<file path="src/rtl/mbrtu_pkg.sv">
// Package of the Modbus RTU slave frame engine: sizes, function codes and CRC types.
// No dependencies.
package mbrtu_pkg;

    localparam int REG_COUNT = 32;
    localparam int MAX_COUNT = 29;
    localparam int IDX_W     = (REG_COUNT > 1) ? $clog2(REG_COUNT) : 1;

    localparam logic [15:0] CRC_INIT = 16'hFFFF;
    localparam logic [15:0] CRC_POLY = 16'hA001;

    localparam logic [7:0] FC_READ_HOLDING = 8'd3;
    localparam logic [7:0] FC_READ_INPUT   = 8'd4;
    localparam logic [7:0] FC_WRITE_SINGLE = 8'd6;
    localparam logic [7:0] FC_WRITE_MULTI  = 8'd16;

    localparam logic ADDR_SLAVE_ID = 1'b0;
    localparam logic ADDR_REG_BASE = 1'b1;

    typedef struct packed {
        logic       start;
        logic       init;
        logic [7:0] data;
    } crc_cmd_t;

    typedef struct packed {
        logic        busy;
        logic [15:0] crc;
    } crc_stat_t;

endpackage

</file>
<file path="src/rtl/modbus_rtu_slave_frame_engine.sv">
// Modbus RTU slave frame engine: one received byte per input transaction, function
// codes 3, 4, 6 and 16, reply bytes with CRC on the output stream. The CRC runs bit
// serially, so each request byte that enters the CRC holds s_tready low until the CRC
// unit is idle again, and the final CRC byte of a good request holds it low until the
// last reply byte has been handed to the output register. Each reply byte before the
// CRC also waits for the CRC unit, register reads add a store read, and any output
// stall holds the reply. Function 6 and 16 end with a final write, and function 16
// first sweeps the store, committing each staged entry. Store entries read as zero
// until written after reset.
// Depends on mbrtu_pkg, mbrtu_crc and mbrtu_ram.
module modbus_rtu_slave_frame_engine (
    input  logic        aclk,
    input  logic        aresetn,
    input  logic        s_tvalid,
    output logic        s_tready,
    input  logic [7:0]  s_tdata,   // [7:0] rx_byte
    output logic        m_tvalid,
    input  logic        m_tready,
    output logic [7:0]  m_tdata,   // [7:0] tx_byte
    output logic        m_tlast,
    input  logic        psel,
    input  logic        penable,
    input  logic        pwrite,
    input  logic [2:0]  paddr,
    input  logic [31:0] pwdata,
    output logic [31:0] prdata,
    output logic        pready
);
    import mbrtu_pkg::*;

    typedef enum logic [3:0] {
        P_ID, P_FUNC, P_ADDR_H, P_ADDR_L, P_CNT_H, P_CNT_L,
        P_CRC_H, P_CRC_L, P_BYTECNT, P_DATA_H, P_DATA_L
    } parse_t;

    typedef enum logic [3:0] {
        S_IDLE, S_CRC_WAIT, S_COMMIT_RD, S_COMMIT_WR, S_LASTWR,
        S_TX_NEXT, S_RD_ISSUE, S_RD_DATA, S_TX_EMIT, S_TX_CRC
    } seq_t;

    parse_t parse_reg, parse_next;
    seq_t   seq_reg, seq_next;

    logic [7:0]           slave_id_reg, slave_id_next;
    logic [15:0]          reg_base_reg, reg_base_next;
    logic [7:0]           fc_reg, fc_next;
    logic [15:0]          start_address_reg, start_address_next;
    logic [15:0]          current_address_reg, current_address_next;
    logic [15:0]          point_count_reg, point_count_next;
    logic [4:0]           points_left_reg, points_left_next;
    logic [7:0]           crc_hi_reg, crc_hi_next;
    logic [15:0]          write_value_reg, write_value_next;
    logic [REG_COUNT-1:0] staged_valid_reg, staged_valid_next;
    logic [REG_COUNT-1:0] store_valid_reg, store_valid_next;
    logic [IDX_W-1:0]     cm_idx_reg, cm_idx_next;
    logic [5:0]           tx_idx_reg, tx_idx_next;
    logic [15:0]          rd_val_reg, rd_val_next;
    logic                 m_valid_reg, m_valid_next;
    logic [7:0]           m_data_reg, m_data_next;
    logic                 m_last_reg, m_last_next;

    crc_cmd_t  crc_cmd;
    crc_stat_t crc_stat;

    logic             store_we, stage_we;
    logic [IDX_W-1:0] store_waddr, store_raddr, stage_waddr, stage_raddr;
    logic [15:0]      store_wdata, stage_wdata, store_q, stage_q;

    logic             accept, cfg_wr, out_free, is_rd, fc_ok;
    logic [15:0]      cur_off, rd_off, rd_addr;
    logic             cur_map, rd_map;
    logic [IDX_W-1:0] cur_idx, rd_idx;
    logic [5:0]       body_len, rd_pos;
    logic [7:0]       tx_sel;
    logic             tx_is_crc, tx_is_end;

    mbrtu_crc u_crc (
        .aclk    (aclk),
        .aresetn (aresetn),
        .cmd_i   (crc_cmd),
        .stat_o  (crc_stat)
    );

    mbrtu_ram #(.WIDTH(16), .DEPTH(REG_COUNT)) u_store (
        .aclk  (aclk),
        .we    (store_we),
        .waddr (store_waddr),
        .wdata (store_wdata),
        .raddr (store_raddr),
        .rdata (store_q)
    );

    mbrtu_ram #(.WIDTH(16), .DEPTH(REG_COUNT)) u_stage (
        .aclk  (aclk),
        .we    (stage_we),
        .waddr (stage_waddr),
        .wdata (stage_wdata),
        .raddr (stage_raddr),
        .rdata (stage_q)
    );

    assign s_tready = (seq_reg == S_IDLE);
    assign accept   = s_tvalid && s_tready;
    assign cfg_wr   = psel && penable && pwrite;
    assign pready   = 1'b1;
    assign prdata   = (paddr[2] == ADDR_REG_BASE) ? {16'h0000, reg_base_reg}
                                                  : {24'h000000, slave_id_reg};
    assign m_tvalid = m_valid_reg;
    assign m_tdata  = m_data_reg;
    assign m_tlast  = m_last_reg;
    assign out_free = !m_valid_reg || m_tready;

    assign fc_ok = (s_tdata == FC_READ_HOLDING) || (s_tdata == FC_READ_INPUT) ||
                   (s_tdata == FC_WRITE_SINGLE) || (s_tdata == FC_WRITE_MULTI);
    assign is_rd = (fc_reg == FC_READ_HOLDING) || (fc_reg == FC_READ_INPUT);

    assign cur_off = current_address_reg - reg_base_reg;
    assign cur_map = cur_off < 16'(REG_COUNT);
    assign cur_idx = cur_off[IDX_W-1:0];

    assign body_len = is_rd ? (6'd3 + {point_count_reg[4:0], 1'b0}) : 6'd6;
    assign rd_pos   = tx_idx_reg - 6'd3;
    assign rd_addr  = start_address_reg + {11'd0, rd_pos[5:1]};
    assign rd_off   = rd_addr - reg_base_reg;
    assign rd_map   = rd_off < 16'(REG_COUNT);
    assign rd_idx   = rd_off[IDX_W-1:0];

    assign tx_is_crc = (tx_idx_reg == body_len) || (tx_idx_reg == body_len + 6'd1);
    assign tx_is_end = (tx_idx_reg == body_len + 6'd1);

    always_comb begin
        tx_sel = 8'h00;
        if (tx_idx_reg == body_len) begin
            tx_sel = crc_stat.crc[7:0];
        end else if (tx_is_end) begin
            tx_sel = crc_stat.crc[15:8];
        end else if (tx_idx_reg == 6'd0) begin
            tx_sel = slave_id_reg;
        end else if (tx_idx_reg == 6'd1) begin
            tx_sel = fc_reg;
        end else if (is_rd) begin
            if (tx_idx_reg == 6'd2) begin
                tx_sel = {point_count_reg[6:0], 1'b0};
            end else begin
                tx_sel = rd_pos[0] ? rd_val_reg[7:0] : rd_val_reg[15:8];
            end
        end else begin
            case (tx_idx_reg)
                6'd2:    tx_sel = start_address_reg[15:8];
                6'd3:    tx_sel = start_address_reg[7:0];
                6'd4:    tx_sel = (fc_reg == FC_WRITE_SINGLE) ? write_value_reg[15:8]
                                                              : point_count_reg[15:8];
                default: tx_sel = (fc_reg == FC_WRITE_SINGLE) ? write_value_reg[7:0]
                                                              : point_count_reg[7:0];
            endcase
        end
    end

    always_comb begin
        parse_next           = parse_reg;
        seq_next             = seq_reg;
        slave_id_next        = slave_id_reg;
        reg_base_next        = reg_base_reg;
        fc_next              = fc_reg;
        start_address_next   = start_address_reg;
        current_address_next = current_address_reg;
        point_count_next     = point_count_reg;
        points_left_next     = points_left_reg;
        crc_hi_next          = crc_hi_reg;
        write_value_next     = write_value_reg;
        staged_valid_next    = staged_valid_reg;
        store_valid_next     = store_valid_reg;
        cm_idx_next          = cm_idx_reg;
        tx_idx_next          = tx_idx_reg;
        rd_val_next          = rd_val_reg;
        m_valid_next         = m_valid_reg && !m_tready;
        m_data_next          = m_data_reg;
        m_last_next          = m_last_reg;
        crc_cmd              = '0;
        crc_cmd.data         = s_tdata;
        store_we             = 1'b0;
        store_waddr          = cur_idx;
        store_wdata          = write_value_reg;
        store_raddr          = rd_idx;
        stage_we             = 1'b0;
        stage_waddr          = cur_idx;
        stage_wdata          = {write_value_reg[15:8], s_tdata};
        stage_raddr          = cm_idx_reg;

        if (cfg_wr) begin
            if (paddr[2] == ADDR_SLAVE_ID) begin
                slave_id_next = pwdata[7:0];
            end else begin
                reg_base_next = pwdata[15:0];
            end
        end

        unique case (seq_reg)
            S_IDLE: begin
                if (accept) begin
                    unique case (parse_reg)
                        P_ID: begin
                            if (s_tdata == slave_id_reg) begin
                                staged_valid_next = '0;
                                crc_cmd.start     = 1'b1;
                                crc_cmd.init      = 1'b1;
                                parse_next        = P_FUNC;
                                seq_next          = S_CRC_WAIT;
                            end
                        end
                        P_FUNC: begin
                            if (fc_ok) begin
                                fc_next       = s_tdata;
                                crc_cmd.start = 1'b1;
                                parse_next    = P_ADDR_H;
                                seq_next      = S_CRC_WAIT;
                            end else begin
                                parse_next = P_ID;
                            end
                        end
                        P_ADDR_H: begin
                            start_address_next = {s_tdata, 8'h00};
                            crc_cmd.start      = 1'b1;
                            parse_next         = P_ADDR_L;
                            seq_next           = S_CRC_WAIT;
                        end
                        P_ADDR_L: begin
                            start_address_next   = {start_address_reg[15:8], s_tdata};
                            current_address_next = {start_address_reg[15:8], s_tdata};
                            crc_cmd.start        = 1'b1;
                            seq_next             = S_CRC_WAIT;
                            if (fc_reg == FC_WRITE_SINGLE) begin
                                point_count_next = 16'd1;
                                points_left_next = 5'd1;
                                parse_next       = P_DATA_H;
                            end else begin
                                parse_next = P_CNT_H;
                            end
                        end
                        P_CNT_H: begin
                            point_count_next = {s_tdata, 8'h00};
                            crc_cmd.start    = 1'b1;
                            parse_next       = P_CNT_L;
                            seq_next         = S_CRC_WAIT;
                        end
                        P_CNT_L: begin
                            point_count_next = {point_count_reg[15:8], s_tdata};
                            points_left_next = s_tdata[4:0];
                            crc_cmd.start    = 1'b1;
                            seq_next         = S_CRC_WAIT;
                            if (({point_count_reg[15:8], s_tdata} == 16'd0) ||
                                ({point_count_reg[15:8], s_tdata} > 16'(MAX_COUNT))) begin
                                parse_next = P_ID;
                            end else if (fc_reg == FC_WRITE_MULTI) begin
                                parse_next = P_BYTECNT;
                            end else begin
                                parse_next = P_CRC_H;
                            end
                        end
                        P_BYTECNT: begin
                            crc_cmd.start = 1'b1;
                            parse_next    = P_DATA_H;
                            seq_next      = S_CRC_WAIT;
                        end
                        P_DATA_H: begin
                            write_value_next = {s_tdata, 8'h00};
                            crc_cmd.start    = 1'b1;
                            parse_next       = P_DATA_L;
                            seq_next         = S_CRC_WAIT;
                        end
                        P_DATA_L: begin
                            write_value_next = {write_value_reg[15:8], s_tdata};
                            points_left_next = points_left_reg - 5'd1;
                            crc_cmd.start    = 1'b1;
                            seq_next         = S_CRC_WAIT;
                            if (points_left_reg == 5'd1) begin
                                parse_next = P_CRC_H;
                            end else begin
                                stage_we             = cur_map;
                                if (cur_map) begin
                                    staged_valid_next[cur_idx] = 1'b1;
                                end
                                current_address_next = current_address_reg + 16'd1;
                                parse_next           = P_DATA_H;
                            end
                        end
                        P_CRC_H: begin
                            crc_hi_next = s_tdata;
                            parse_next  = P_CRC_L;
                        end
                        P_CRC_L: begin
                            parse_next = P_ID;
                            if ({crc_stat.crc[7:0], crc_stat.crc[15:8]} ==
                                {crc_hi_reg, s_tdata}) begin
                                tx_idx_next = 6'd0;
                                cm_idx_next = '0;
                                if (fc_reg == FC_WRITE_MULTI) begin
                                    seq_next = S_COMMIT_RD;
                                end else if (fc_reg == FC_WRITE_SINGLE) begin
                                    seq_next = S_LASTWR;
                                end else begin
                                    staged_valid_next = '0;
                                    seq_next          = S_TX_NEXT;
                                end
                            end else begin
                                staged_valid_next = '0;
                            end
                        end
                        default: parse_next = P_ID;
                    endcase
                end
            end
            S_CRC_WAIT: begin
                if (!crc_stat.busy) begin
                    seq_next = S_IDLE;
                end
            end
            S_COMMIT_RD: begin
                if (staged_valid_reg[cm_idx_reg]) begin
                    seq_next = S_COMMIT_WR;
                end else if (cm_idx_reg == IDX_W'(REG_COUNT - 1)) begin
                    seq_next = S_LASTWR;
                end else begin
                    cm_idx_next = cm_idx_reg + IDX_W'(1);
                end
            end
            S_COMMIT_WR: begin
                store_we                     = 1'b1;
                store_waddr                  = cm_idx_reg;
                store_wdata                  = stage_q;
                store_valid_next[cm_idx_reg] = 1'b1;
                if (cm_idx_reg == IDX_W'(REG_COUNT - 1)) begin
                    seq_next = S_LASTWR;
                end else begin
                    cm_idx_next = cm_idx_reg + IDX_W'(1);
                    seq_next    = S_COMMIT_RD;
                end
            end
            S_LASTWR: begin
                store_we = cur_map;
                if (cur_map) begin
                    store_valid_next[cur_idx] = 1'b1;
                end
                staged_valid_next = '0;
                tx_idx_next       = 6'd0;
                seq_next          = S_TX_NEXT;
            end
            S_TX_NEXT: begin
                if (!tx_is_crc && is_rd && (tx_idx_reg >= 6'd3) && !rd_pos[0]) begin
                    seq_next = S_RD_ISSUE;
                end else begin
                    seq_next = S_TX_EMIT;
                end
            end
            S_RD_ISSUE: begin
                seq_next = S_RD_DATA;
            end
            S_RD_DATA: begin
                rd_val_next = (rd_map && store_valid_reg[rd_idx]) ? store_q : 16'h0000;
                seq_next    = S_TX_EMIT;
            end
            S_TX_EMIT: begin
                if (out_free) begin
                    m_valid_next = 1'b1;
                    m_data_next  = tx_sel;
                    m_last_next  = tx_is_end;
                    if (tx_is_end) begin
                        seq_next = S_IDLE;
                    end else if (tx_is_crc) begin
                        tx_idx_next = tx_idx_reg + 6'd1;
                        seq_next    = S_TX_NEXT;
                    end else begin
                        crc_cmd.start = 1'b1;
                        crc_cmd.init  = (tx_idx_reg == 6'd0);
                        crc_cmd.data  = tx_sel;
                        seq_next      = S_TX_CRC;
                    end
                end
            end
            S_TX_CRC: begin
                if (!crc_stat.busy) begin
                    tx_idx_next = tx_idx_reg + 6'd1;
                    seq_next    = S_TX_NEXT;
                end
            end
            default: seq_next = S_IDLE;
        endcase
    end

    always_ff @(posedge aclk) begin
        if (!aresetn) begin
            parse_reg           <= P_ID;
            seq_reg             <= S_IDLE;
            slave_id_reg        <= 8'd1;
            reg_base_reg        <= 16'd0;
            fc_reg              <= 8'd0;
            start_address_reg   <= 16'd0;
            current_address_reg <= 16'd0;
            point_count_reg     <= 16'd0;
            points_left_reg     <= 5'd0;
            crc_hi_reg          <= 8'd0;
            write_value_reg     <= 16'd0;
            staged_valid_reg    <= '0;
            store_valid_reg     <= '0;
            cm_idx_reg          <= '0;
            tx_idx_reg          <= 6'd0;
            m_valid_reg         <= 1'b0;
            m_last_reg          <= 1'b0;
        end else begin
            parse_reg           <= parse_next;
            seq_reg             <= seq_next;
            slave_id_reg        <= slave_id_next;
            reg_base_reg        <= reg_base_next;
            fc_reg              <= fc_next;
            start_address_reg   <= start_address_next;
            current_address_reg <= current_address_next;
            point_count_reg     <= point_count_next;
            points_left_reg     <= points_left_next;
            crc_hi_reg          <= crc_hi_next;
            write_value_reg     <= write_value_next;
            staged_valid_reg    <= staged_valid_next;
            store_valid_reg     <= store_valid_next;
            cm_idx_reg          <= cm_idx_next;
            tx_idx_reg          <= tx_idx_next;
            m_valid_reg         <= m_valid_next;
            m_last_reg          <= m_last_next;
        end
        rd_val_reg <= rd_val_next;
        m_data_reg <= m_data_next;
    end
endmodule

</file>
<file path="src/rtl/mbrtu_ram.sv">
// Generic single write port RAM with one registered read port.
// No dependencies.
module mbrtu_ram #(
    parameter int WIDTH = 16,
    parameter int DEPTH = 32
) (
    input  logic                                   aclk,
    input  logic                                   we,
    input  logic [(DEPTH > 1 ? $clog2(DEPTH) : 1)-1:0] waddr,
    input  logic [WIDTH-1:0]                       wdata,
    input  logic [(DEPTH > 1 ? $clog2(DEPTH) : 1)-1:0] raddr,
    output logic [WIDTH-1:0]                       rdata
);
    logic [WIDTH-1:0] mem [DEPTH];

    always_ff @(posedge aclk) begin
        if (we) begin
            mem[waddr] <= wdata;
        end
        rdata <= mem[raddr];
    end
endmodule

</file>
<file path="src/rtl/mbrtu_crc.sv">
// Bit-serial CRC-16/MODBUS unit, one bit per cycle, shared by receive and reply.
// Depends on mbrtu_pkg.
module mbrtu_crc (
    input  logic                  aclk,
    input  logic                  aresetn,
    input  mbrtu_pkg::crc_cmd_t   cmd_i,
    output mbrtu_pkg::crc_stat_t  stat_o
);
    import mbrtu_pkg::*;

    logic [15:0] crc_reg, crc_next;
    logic [3:0]  cnt_reg, cnt_next;
    logic [15:0] base;

    always_comb begin
        base     = cmd_i.init ? CRC_INIT : crc_reg;
        crc_next = crc_reg;
        cnt_next = cnt_reg;
        if (cmd_i.start) begin
            crc_next = base ^ {8'h00, cmd_i.data};
            cnt_next = 4'd8;
        end else if (cnt_reg != 4'd0) begin
            crc_next = crc_reg[0] ? ((crc_reg >> 1) ^ CRC_POLY) : (crc_reg >> 1);
            cnt_next = cnt_reg - 4'd1;
        end
    end

    always_ff @(posedge aclk) begin
        if (!aresetn) begin
            crc_reg <= CRC_INIT;
            cnt_reg <= 4'd0;
        end else begin
            crc_reg <= crc_next;
            cnt_reg <= cnt_next;
        end
    end

    assign stat_o.busy = (cnt_reg != 4'd0);
    assign stat_o.crc  = crc_reg;
endmodule

</file>
<file path="config.mk">
export PLATFORM = sky130hd
export DESIGN_NAME = modbus_rtu_slave_frame_engine
export DESIGN_NICKNAME = d
export VERILOG_FILES = /design/src/rtl/mbrtu_pkg.sv /design/src/rtl/modbus_rtu_slave_frame_engine.sv /design/src/rtl/mbrtu_ram.sv /design/src/rtl/mbrtu_crc.sv
export SDC_FILE = /design/constraint.sdc
export NUM_CORES = 2
export LEC_CHECK = 0
export CAP_MARGIN = 20
export CELL_PAD_IN_SITES_DETAIL_PLACEMENT = 0
export CELL_PAD_IN_SITES_GLOBAL_PLACEMENT = 1
export CORE_ASPECT_RATIO = 0.75
export CORE_UTILIZATION = 48
export CTS_BUF_LIST = sky130_fd_sc_hd__clkbuf_16
export CTS_CLUSTER_DIAMETER = 200
export DETAILED_ROUTE_END_ITERATION = 16
export DONT_BUFFER_PORTS = 1
export PLACE_DENSITY = 0.73
export SLEW_MARGIN = 10
export SYNTH_ARGS = -nofsm -noshare
export SYNTH_HDL_FRONTEND = slang
export SYNTH_HIERARCHICAL = 1
export SYNTH_SLANG_ARGS = --single-unit
</file>
<file path="constraint.sdc">
create_clock -name aclk -period 4.6 [get_ports aclk]
set_input_delay 1.38 -clock aclk [delete_from_list [all_inputs] [get_ports aclk]]
set_output_delay 1.38 -clock aclk [all_outputs]
set_load 0.05 [all_outputs]
</file>
# ---- Word level (Yosys, flattened, before mapping)
# Memories as Yosys holds them, arrays and structs flattened. A register that Yosys moved wholly into a read port is not among the register bits.
# Cells that the tools add are included.
dict set report word_totals {
  ramBits 1024
  output_inout_bits 44
  n_memories 2
  ff_bits 238
  word_cells 280
}
# name words word_bits rd rd_clocked_by_memory_dff wr line
set memory_table {}
lappend memory_table {u_stage.mem 32 16 1 1 1 mbrtu_ram.sv:14} ;# logic [WIDTH-1:0] mem [DEPTH];
lappend memory_table {u_store.mem 32 16 1 1 1 mbrtu_ram.sv:14}
dict set report op_classes {
  n_mux 105
  order_cmp 9
  eq_ne 60
  addsub 11
  bitwise_logic 10
  reduce_logical 58
}
# op count
set ops {}
lappend ops {{2-to-1 mux 32 bit} 8}
lappend ops {{2-to-1 mux 16 bit} 8}
lappend ops {{one-hot mux 32 bit (2 select lines)} 2}
lappend ops {{OR 32 bit} 3}
lappend ops {{one-hot mux 16 bit (2 select lines)} 3}
lappend ops {{one-hot mux 32 bit (3 select lines)} 1}
lappend ops {{2-to-1 mux 8 bit} 10}
lappend ops {{one-hot mux 4 bit (10 select lines)} 2}
lappend ops {{2-to-1 mux 4 bit} 18}
lappend ops {{2-to-1 mux 6 bit} 8}
lappend ops {{one-hot mux 16 bit (3 select lines)} 1}
lappend ops {{2-to-1 mux 5 bit} 7}
lappend ops {{equality test 4 x 3 -> 1 bit (second input constant)} 8}
lappend ops {{equality test 8 x 3 -> 1 bit (second input constant)} 4}
lappend ops {{less-than comparator 16 x 6 -> 1 bit (second input constant)} 2}
lappend ops {{subtractor 16 bit} 2}
lappend ops {{2-to-1 mux 10 bit} 3}
lappend ops {{one-hot mux 5 bit (3 select lines)} 2}
lappend ops {{one-hot mux 6 bit (4 select lines)} 1}
lappend ops {{one-hot mux 8 bit (3 select lines)} 1}
lappend ops {{AND reduction 4 bit} 6}
lappend ops {{equality test 4 bit (second input constant)} 5}
lappend ops {{!= test 2 bit (second input constant)} 10}
lappend ops {{less-than comparator 5 x 6 -> 1 bit (second input constant)} 3}
lappend ops {{56 further kinds} 135}

# ---- Logic depth before layout (Yosys ltp)
dict set report depth {
  ltp_word 15
  mapped_depth 18
  mapped_depth_nobuf 15
}

# ---- Modules after synthesis
# The synthesis kept the hierarchy.
# module area_each_um2 instances cells_per_inst seq_area_each_um2
set modules_own_cells {}
lappend modules_own_cells {mbrtu_ram 20534.7 2 1143 15695.1}
lappend modules_own_cells {modbus_rtu_slave_frame_engine 14442.6 1 1903 4604.4}
lappend modules_own_cells {mbrtu_crc 969.7 1 105 400.4}

# ---- Worst setup path before layout
# Ideal clock, no wire load.
dict set report synth_timing {
  path_type {reg2reg}
  startpoint {register current_address_reg[0]}
  endpoint {memory u_store.mem[28][0], enable pin}
  period_less_slack_ns 4.749
  t_arrival_ns 4.360
  path_stages_with_launch 17
  slack_ns -0.149
  path_cell_list {dfxtp_1 inv_1 ha_1 inv_1 fa_1 a21o_1 a221o_1 and2_1 a311oi_1 o2111ai_1 nor4_4 buf_2 nand2_1 nand2_1 or3b_2 clkbuf_1 nor2_1}
}
dict set report synth_via {
  elab_chain_len 5
}
# item line
set synth_lines {}
lappend synth_lines {{start, declared} modbus_rtu_slave_frame_engine.sv:48} ;# logic [15:0] current_address_reg, current_address_next;
lappend synth_lines {{start signal, assigned} modbus_rtu_slave_frame_engine.sv:416} ;# current_address_reg <= current_address_next;
lappend synth_lines {{subtractor 16 bit} modbus_rtu_slave_frame_engine.sv:117} ;# assign cur_off = current_address_reg - reg_base_reg;
lappend synth_lines {{less-than comparator 16 x 6 -> 1 bit} modbus_rtu_slave_frame_engine.sv:118} ;# assign cur_map = cur_off < 16'(REG_COUNT);
lappend synth_lines {{one-hot mux 1 bit (2 select lines)} modbus_rtu_slave_frame_engine.sv:198} ;# unique case (seq_reg)
lappend synth_lines {{via store_we} modbus_rtu_slave_frame_engine.sv:65} ;# logic store_we, stage_we;
lappend synth_lines {{2-to-1 mux 1 bit} mbrtu_ram.sv:17} ;# if (we) begin
lappend synth_lines {{2-to-1 mux 1 bit (not written as such)} mbrtu_ram.sv:18} ;# mem[waddr] <= wdata;
lappend synth_lines {{end, declared} mbrtu_ram.sv:14}
# The timed path passes the listed nets, and every way through them passes these cells.

# ---- Worst setup path after layout
dict set report layout_timing {
  startpoint {register current_address_reg[0]}
  endpoint {memory u_store.mem[4][6], enable pin}
}
# Same word-level chain as after synthesis.

==> impl_summary.txt <==
----------------------------------------------------
[Yosys]
  Post-synthesis instance area ... 0.05648 mm^2
  Syn Inst Count ... 4294
  Share of synthesized registers carrying an async set or reset ... 0%
  Flop and latch count out of synthesis ... 1294
  Syn_area_per_cell ... 13.15 um^2
  Leading register cell type out of synthesis ... sky130_fd_sc_hd__edfxtp_1
  Synth Warn # ... 6
  Number of different library cells in the post-synthesis netlist ... 91
  Post-synth EDFFs ... 1048
  Sequential cell area fraction in the yosys report ... 64.44%

[Final layout]
  Summed area of non-filler cells in the final layout ... about 0.063 mm^2
  Count of fill cells added during filler insertion ... 9512
  Post-synthesis to final-layout area growth ... 12.24%
  Layout Cells excl Fill ... ~6000
  Layout cells sized above 1 ... 11.17%
  Biggest regs ... u_stage/mem (512), u_store/mem (512)
  Total Nets Final ... 4500
  Commonest cells after routing, fill and taps aside ... sky130_fd_sc_hd__edfxtp_1 (1048), sky130_fd_sc_hd__mux2i_1 (571), sky130_fd_sc_hd__nand2_1 (359)
  Most common cell after layout, fill and taps aside ... sky130_fd_sc_hd__edfxtp_1

[STA]
  Maximum clock frequency ... 0.2263 GHz
  Worst hold margin ... 0.4490 ns
  Actual slew at the worst max-slew pin ... 1.085 ns
  Final count of pins violating max slew ... 0
  Setup repair after global routing missed its margin ... false
  Tightest slew margin relative to the limit ... 27.38%
  Max Clock Skew ... 0.02805 ns
  Final critical-path setup slack ... 0.1816 ns
  Final period utilization ... 96.05%
  Number of hold violations in the final report ... 0
  Final setup vio count ... 0
  Min Tclk post-route ... 4.418 ns

[Worst setup path]
  Critical path peak fanout ... 13
  Critical path data required time ... 5.08 ns
  Slowest cell on the critical path ... sky130_fd_sc_hd__or3b_4
  Highest cell delay on the worst timing path ... 0.54 ns
  Data arrival time of the worst path ... 4.90 ns
  Cell type group with the largest total delay on the critical path ... simple AND/OR/NAND/NOR gates
  Critical path, cell by cell ... inv_1, ha_1, inv_1, fa_1, a21o_1, a221o_1, and2_1, a311oi_1, o2111ai_1, nor4_4, buf_4, nand2_1, nand2_1, or3b_4, nor2_1, buf_12
  Critical path launch point type ... register
  Sort of element at the end of the critical path ... register
  Critical setup path kind ... reg2reg
  Critical path buffer and inverter count ... 4

[Clock network]
  Post-cts gate resize count ... 0
  Hold buffer count at CTS ... 0
  TritonCTS clock tree ... yes
  Number of H-tree branching levels ... 4
  Post-CTS setup-driven buffer insertion count ... 0
  Clock latency at the later pin of the worst-skew pair ... 0.77 ns
  Clock transition at the register clock pins on the worst setup and hold paths after CTS ... 0.06 ns
  Total CTS buffers ... 130
  Number of clock sinks ... between 1000 and 1500
  Longest Clk Path Bufs ... 3
  Clk root buf ... sky130_fd_sc_hd__clkbuf_16

[Route]
  Final antenna-violating net count ... 0
  Count of routing violations after the opening detailed-route iteration ... 3781
  Residual DRC count ... 0
  WL final ... 147.2 mm
  DR pass1 iterations ... 7
  Post-DR vias/cell ... 5.948
  DR WL/cell ... between 20 and 25 um
  Via count ... roughly 36000

[Run status]
  Result of the run ... completed

[Placed design]
  Cell area reported after detailed placement ... just under 0.06 mm^2
  DP Wirelength ... 91.80 mm
  Placer Congestion ... 0.8993
  Worst setup slack before clock tree synthesis ... 0.08614 ns
  Post-Place Cells ... 5796
  Port Buffers ... 0

[Floorplanning]
  I/O pin count ... between 90 and 100
  Die Height ... 299.1 um
  Die width ... 398.1 um
  Initial Utilization ... a little under 50%
  Std cell rows ... 108
  Core box area ... 0.1162 mm^2
  Area of the die ... 0.1191 mm^2

[Worst hold path]
  Min-delay worst type ... reg2reg

[Run]
  Number of violations of the max-capacitance limit ... 0

[Pwr]
  Lkg Pwr ... 20.29 nW
  VDD IR-drop max ... 0.3714 mV
  Total power of the final layout ... between 20 and 25 mW
  Ratio of total power to cell area ... approximately 380 mW/mm^2

[Global route]
  Maximum number of pins on one net before global-route repair ... 87
  GRT overflow ... 0
  Vias in the first global route ... 33870
  First-pass GRT wire length ... approximately 220 mm
  Initial antenna violation count ... 2
  Aggregate global-route resource usage ... roughly a quarter

----------------------------------------------------
==> through the flow <==
stage	setup TNS, ns	util, %
detailed placement	0	50.94
global route	0	54.54
floorplan	-18.60	-
finish	0	54.55
global placement	0	50.91
CTS	0	54.53
==> logic make-up after synthesis <==
family	share of synthesized area (%)
buffers and inverters	3.615
AND/OR/NAND/NOR	9.025
XOR/XNOR	0.9393
flip-flops	64.44
AO/OA/AOI/OAI	9.601
other	0.01330
adder cells (fa/ha/maj)	1.453
multiplexers	10.92
==> synth_stat cells (all sizes together) (18+ instances only) <==
library cell / number / share of area (%)
inv: 74 / 0.50
nor4: 31 / 0.37
ha: 56 / 1.2
clkbuf: 139 / 0.92
a22oi: 160 / 2.1
o21ai: 169 / 1.5
or3: 18 / 0.20
mux2i: 572 / 10
buf: 150 / 2.2
dfxtp: 246 / 8.7
o22ai: 41 / 0.45
nand2b: 23 / 0.25
edfxtp: 1048 / 56
nand3b: 19 / 0.25
a21oi: 233 / 2.1
xnor2: 40 / 0.62
nand4: 81 / 0.90
mux2: 22 / 0.44
nand2: 359 / 2.4
a31oi: 47 / 0.52
nand3: 146 / 1.3
a22o: 64 / 0.99
nor3: 68 / 0.60
xor2: 18 / 0.28
nor2: 237 / 1.6
==> routing by layer <==
layer | part of all wire, % | GRT usage, % | vias to the layer above
met5 | 0 | 0 | -
met4 | 1.8 | 6.066 | 0
met3 | 7.6 | 4.621 | 182
met2 | 45 | 36.79 | 1291
met1 | 46 | 37.02 | 17900
li1 | - | - | 16550
==> area by class of cell <==
| type | instances | area (um^2) | area share (%) |
|---|---|---|---|
| sequential | 1294 | 36400 | 57.41 |
| multi-input combinational | 2651 | 18190 | 28.70 |
| clock buffer | 131 | 3278 | 5.171 |
| timing repair buffer | 236 | 2409 | 3.799 |
| tap | 1540 | 1927 | 3.039 |
| clock inverter | 106 | 892.1 | 1.407 |
| inverter | 75 | 286.5 | 0.4520 |
| antenna | 5 | 12.51 | 0.01974 |
==> worst reg2reg max path: stages, from the launching register on <==
cell and delay [ns]:
sky130_fd_sc_hd__dfxtp_1 0.35, sky130_fd_sc_hd__inv_1 0.10, sky130_fd_sc_hd__ha_1 0.19, sky130_fd_sc_hd__inv_1 0.06, sky130_fd_sc_hd__fa_1 0.40, sky130_fd_sc_hd__a21o_1 0.21
sky130_fd_sc_hd__a221o_1 0.35, sky130_fd_sc_hd__and2_1 0.19, sky130_fd_sc_hd__a311oi_1 0.31, sky130_fd_sc_hd__o2111ai_1 0.26, sky130_fd_sc_hd__nor4_4 0.27, sky130_fd_sc_hd__buf_4 0.21
sky130_fd_sc_hd__nand2_1 0.08, sky130_fd_sc_hd__nand2_1 0.14, sky130_fd_sc_hd__or3b_4 0.54, sky130_fd_sc_hd__nor2_1 0.28, sky130_fd_sc_hd__buf_12 0.19
==> final timing paths <==
| check | slack [ns] | to | start | depth (start not counted) |
|---|---|---|---|---|
| worst max-delay path | 0.18 | u_store/mem[4][6] | current_address_reg[0] | 16 |
| worst min-delay path | 0.45 | staged_valid_reg[24] | staged_valid_reg[24] | 2 |
| worst max register to register | 0.18 | u_store/mem[4][6] | current_address_reg[0] | 16 |
| worst min register to register | 0.45 | staged_valid_reg[24] | staged_valid_reg[24] | 2 |
==> report_power, final <==
group	switching (mW)	internal, mW
Clock	4.58	5.76
Combinational	0.779	0.450
Sequential	0.0645	12.6
Total	5.42	18.8
(Power assumes the default switching activity.)
